$ cat src/design/bba_pkg.sv
package bba_pkg;

  localparam int BLK_W     = 12;
  localparam int TOT_W     = 13;
  localparam int ST_W      = 2;
  localparam int CFG_AW    = 3;
  localparam int CFG_DW    = 32;

  localparam logic [TOT_W-1:0] TOTAL_RST    = 13'd4096;
  localparam logic [BLK_W-1:0] RESERVED_RST = 12'd0;

  localparam logic REG_TOTAL    = 1'b0;
  localparam logic REG_RESERVED = 1'b1;

  typedef enum logic {
    KIND_ALLOC = 1'b0,
    KIND_FREE  = 1'b1
  } kind_t;

  typedef enum logic [ST_W-1:0] {
    ST_OK          = 2'd0,
    ST_FULL        = 2'd1,
    ST_DOUBLE_FREE = 2'd2,
    ST_RANGE       = 2'd3
  } status_t;

  typedef enum logic [2:0] {
    S_CLEAR,
    S_IDLE,
    S_CHECK,
    S_RD_FIRST,
    S_SCAN,
    S_FREE_CHK,
    S_DONE
  } state_t;

  typedef struct packed {
    logic clr;
    logic load;
    logic rd_first;
    logic scan;
    logic free_chk;
    logic set_range;
    logic deliver;
  } cmd_t;

  typedef struct packed {
    logic clr_last;
    logic is_free;
    logic free_bad;
    logic scan_end;
    logic slot_free;
  } stat_t;

endpackage

$ cat src/design/bba_ctl.sv
module bba_ctl (
  input  logic           clk,
  input  logic           rst_n,
  input  logic           in_valid,
  output logic           in_ready,
  output bba_pkg::cmd_t  cmd,
  input  bba_pkg::stat_t stat
);
  import bba_pkg::*;

  state_t state_r;
  state_t state_nxt;

  always_ff @(posedge clk) begin
    if (!rst_n) begin
      state_r <= S_CLEAR;
    end else begin
      state_r <= state_nxt;
    end
  end

  always_comb begin
    state_nxt = state_r;
    cmd       = '0;
    in_ready  = 1'b0;
    unique case (state_r)
      S_CLEAR: begin
        cmd.clr = 1'b1;
        if (stat.clr_last) begin
          state_nxt = S_IDLE;
        end
      end
      S_IDLE: begin
        in_ready = 1'b1;
        if (in_valid) begin
          cmd.load  = 1'b1;
          state_nxt = S_CHECK;
        end
      end
      S_CHECK: begin
        if (stat.is_free && stat.free_bad) begin
          cmd.set_range = 1'b1;
          state_nxt     = S_DONE;
        end else begin
          state_nxt = S_RD_FIRST;
        end
      end
      S_RD_FIRST: begin
        cmd.rd_first = 1'b1;
        state_nxt    = stat.is_free ? S_FREE_CHK : S_SCAN;
      end
      S_SCAN: begin
        cmd.scan = 1'b1;
        if (stat.scan_end) begin
          state_nxt = S_DONE;
        end
      end
      S_FREE_CHK: begin
        cmd.free_chk = 1'b1;
        state_nxt    = S_DONE;
      end
      S_DONE: begin
        if (stat.slot_free) begin
          cmd.deliver = 1'b1;
          state_nxt   = S_IDLE;
        end
      end
      default: begin
        state_nxt = S_CLEAR;
      end
    endcase
  end

endmodule

$ cat config.mk
export PLATFORM = sky130hd
export DESIGN_NAME = bba_ctl
export DESIGN_NICKNAME = d
export VERILOG_FILES = /design/src/design/bba_pkg.sv /design/src/design/bba_ctl.sv
export SDC_FILE = /design/constraint.sdc
export NUM_CORES = 1
export LEC_CHECK = 0
export ABC_AREA = 1
export BUFFER_PORTS_ARGS = -buffer_cell sky130_fd_sc_hd__clkbuf_2
export CAP_MARGIN = 5
export CORE_AREA = 2 2 39 41
export CTS_CLUSTER_DIAMETER = 200
export CTS_CLUSTER_SIZE = 28
export DETAILED_ROUTE_END_ITERATION = 12
export DIE_AREA = 0 0 41 43
export SLEW_MARGIN = 0
export SYNTH_ARGS = -nofsm -noshare
export SYNTH_HDL_FRONTEND = slang
export SYNTH_SLANG_ARGS = --single-unit
$ cat constraint.sdc
create_clock -name clk -period 2.16 [get_ports clk]
set_clock_uncertainty 0.05 [all_clocks]
set_input_delay 0.108 -clock clk [delete_from_list [all_inputs] [get_ports clk]]
set_output_delay 0.108 -clock clk [all_outputs]
set_load 0.05 [all_outputs]
==> flow_summary.toml <==
[synth]
netlist_instances = 52
post_synth_edffs = 0
synth.area.mux_share_pct = 0
post_synth_fa_ha_maj_area_fraction_pct = 0
yosysTopAreaCell = "sky130_fd_sc_hd__dfxtp_1"
yosysTopAreaCellShare_pct = 17.08
synth_top_family_by_area = "simple AND/OR/NAND/NOR gates"
ys_seq_area_share_pct = 17.08
ys_top_cells_by_area = "sky130_fd_sc_hd__dfxtp_1, sky130_fd_sc_hd__nand3_2, sky130_fd_sc_hd__buf_6, sky130_fd_sc_hd__nand2_1, sky130_fd_sc_hd__inv_1"
post_synth_instance_area_um2 = 351.6
netlist-cell-type-count = 18
yosys-top-cells-count = "sky130_fd_sc_hd__nand2_1, sky130_fd_sc_hd__inv_1, sky130_fd_sc_hd__nand3_1, sky130_fd_sc_hd__nand3_2, sky130_fd_sc_hd__nor2_1"
most_repeated_cell_in_the_gate_level_netlist_after_synthesis = "sky130_fd_sc_hd__nand2_1"
synthArstFlopShare_pct = 0
synthesized_area_fraction_occupied_by_and_or_nand_nor_cells_pct = 55.87
number_of_warnings_reported_in_the_yosys_synthesis_log = 0
post_syn_nets = 60
dominant_register_cell_in_the_synthesized_netlist = "sky130_fd_sc_hd__dfxtp_1"
synthesis.area_per_instance_um2 = 6.761
synth-compound-area-share_pct = 5.694
post_synth_xor_area_fraction_pct = 0
postSynthRegisterBits = 3

[placement]
gp_congestion = 0.7742
detailed_place_hpwl_um = 611.1
place_inst = 80
port_buffers = 15

[cts]
cts_resized = 0
clk_pin_slew_worst_paths_ns = 0.04
root_buffer = "sky130_fd_sc_hd__clkbuf_4"
clock-sinks = 3
tritoncts.num_buffers = 3
cts_tree = "yes"
htree_levels = 1
post_cts_hold_buffer_count = 0
worstSkewPairLatency_ns = 0.24
cts-root-to-sink-buffers = 2
cts_setup_buffers = 0

[power]
power-per-cell-area_mw_per_mm2 = 1803
vdd_drop_max_uv = 496.4
power_leakage_nw = 0.2662
finalPower_w = 0.0007917

[critical_path]
critPathBufInv = 1
timing.setup.critical_path_class = "register to primary output"
critPathMaxFanout = 8
cp_cell_sequence = "nand2_1, nor2_1, clkbuf_2"
critical_path.top_delay_family = "flip-flops"
worst_path_max_delay_cell = "sky130_fd_sc_hd__dfxtp_1"
critical-path-max-stage-delay_ns = 0.57
timing.critical_path.required_ns = 2.00
critical_path_arrival_ns = 1.43
worst_setup_path_end_kind = "primary output"
start_kind = "register"

[layout]
fillers = 153
drive_gt1_share_pct = 47.06
regMostFlops = "state_r"
area_growth_syn_to_layout_pct = 24.91
instances_no_fill = 84
design.final.nets = 77
largest_register_ff_count = 3
antennaDiodeCount = 0
layout.core_utilization_pct = 31.74
largest_registers = "state_r: 3 flops"

[routing]
via_count = 355
drt_drc_violations_left = 0
route.detailed.vias_per_inst = 4.226
postRouteWirelength_um = 726
first_pass_iters = 2
avgRoutedWirePerCell_um = 8.643
antenna_violating_nets_post_route = 0
drt_iter0_drc = 3

[sta]
slew-limit-headroom_pct = 71.83
setup_viol = 0
rsz0062_at_grt = "false"
max_freq_mhz = 629.8
final.min_clock_period_ns = 1.588
hold-worst-slack_ns = 0.05526
slew_viol_final = 0
finalCritPeriodShare_pct = 73.51
finalSetupTns_ns = 0
finalHoldViolCount = 0
worst_slew_pin_slew_ns = 0.4219

[die]
io_pins = 16
die_width_um = 41
core_region_area_mm2 = 0.001384
die_h_um = 43
row_count = 14
starting_utilization_of_the_core_area_pct = 25.41
floorplan.die_area_mm2 = 0.001763

[global_route]
vias_in_the_first_global_route = 321
gr-total-overflow = 0
antenna_violations_before_repair = 0
grt_pass1_wl_um = 1186
grt_max_degree = 11
grtUsageTotal_pct = 9.639

[flow_run]
cap_viol_max_count = 0

[min_path]
timing.hold.worst.class = "input pin to register"

[status]
run_status = "finished clean"
[per-layer routing]
layer,vias to the layer above,part of all wire [%],global-route usage (%)
met5,-,0,0
met4,0,2.6,6.000
met3,2,7.3,1.571
met2,14,42,15.00
met1,144,48,11.58
li1,195,-,-
[cell type report]
cell class	count	area, um2	area share (%)
clock buffers	4	26.28	5.983
multi-input cells	35	216.5	49.29
well taps	16	20.02	4.558
repair buffers	15	75.07	17.09
flip-flops and latches	3	60.06	13.68
inverters	11	41.29	9.402
[logic make-up (layout without fill, tap and decap cells)]
| logic type | after synthesis | count (layout) |
|---|---|---|
| AOI/OAI and AO/OA | 4 | 4 |
| buffers and inverters | 14 | 30 |
| and+or+nand+nor | 31 | 31 |
| DFF | 3 | 3 |
[power breakdown]
| group | total, W | switching (W) | internal [W] |
|---|---|---|---|
| registers | 0.000165 | 0.0000833 | 0.0000816 |
| logic | 0.000523 | 0.000354 | 0.000169 |
| clock network | 0.000103 | 0.0000339 | 0.0000696 |
[worst reg2reg max path, stage by stage, from the launching register on]
cell and delay, ns:
sky130_fd_sc_hd__dfxtp_1 0.56, sky130_fd_sc_hd__inv_2 0.09, sky130_fd_sc_hd__nand4_2 0.09, sky130_fd_sc_hd__nand2_1 0.08
sky130_fd_sc_hd__nor2_2 0.13, sky130_fd_sc_hd__nor2b_4 0.16, sky130_fd_sc_hd__nor2_2 0.04
[layout by cell type, fill, tap and decap left out]
master	synthesis	routed
sky130_fd_sc_hd__clkbuf_2	0	15
sky130_fd_sc_hd__nand2_1	8	8
sky130_fd_sc_hd__inv_1	7	7
sky130_fd_sc_hd__nand3_1	4	4
sky130_fd_sc_hd__nor2_1	4	4
sky130_fd_sc_hd__nand3_2	4	4
sky130_fd_sc_hd__nor2_2	3	3
sky130_fd_sc_hd__clkbuf_4	0	3
sky130_fd_sc_hd__dfxtp_1	3	3
sky130_fd_sc_hd__nor2_4	2	2
sky130_fd_sc_hd__nand4_1	2	2
sky130_fd_sc_hd__inv_2	2	2
sky130_fd_sc_hd__clkinv_1	2	2
sky130_fd_sc_hd__o21ai_0	2	2
sky130_fd_sc_hd__a21oi_1	2	2
sky130_fd_sc_hd__nor3_1	1	1
sky130_fd_sc_hd__nand2_2	1	1
sky130_fd_sc_hd__nand4_2	1	1
sky130_fd_sc_hd__nor2b_4	1	1
sky130_fd_sc_hd__clkbuf_1	0	1
[metrics by stage]
stage          cell area (um2)  setup WS [ns]
3_3_place_gp             412.9         0.7840
2_1_floorplan            351.6         0.4815
4_1_cts                  439.2         0.5563
5_1_grt                  439.2         0.4624
6_report                 439.2         0.5722
3_5_place_dp             412.9         0.8078
[worst paths after layout]
| path | start | endpoint | slack, ns | cells after the start |
|---|---|---|---|---|
| worst max-delay path | state_r[2] | cmd[2] | 0.57 | 3 |
| worst min-delay path | rst_n | state_r[0] | 0.06 | 3 |
| worst max register to register | state_r[0] | state_r[2] | 0.85 | 6 |
| worst min register to register | state_r[0] | state_r[0] | 0.61 | 2 |
No activity file was read; power rests on OpenSTA's default activity.
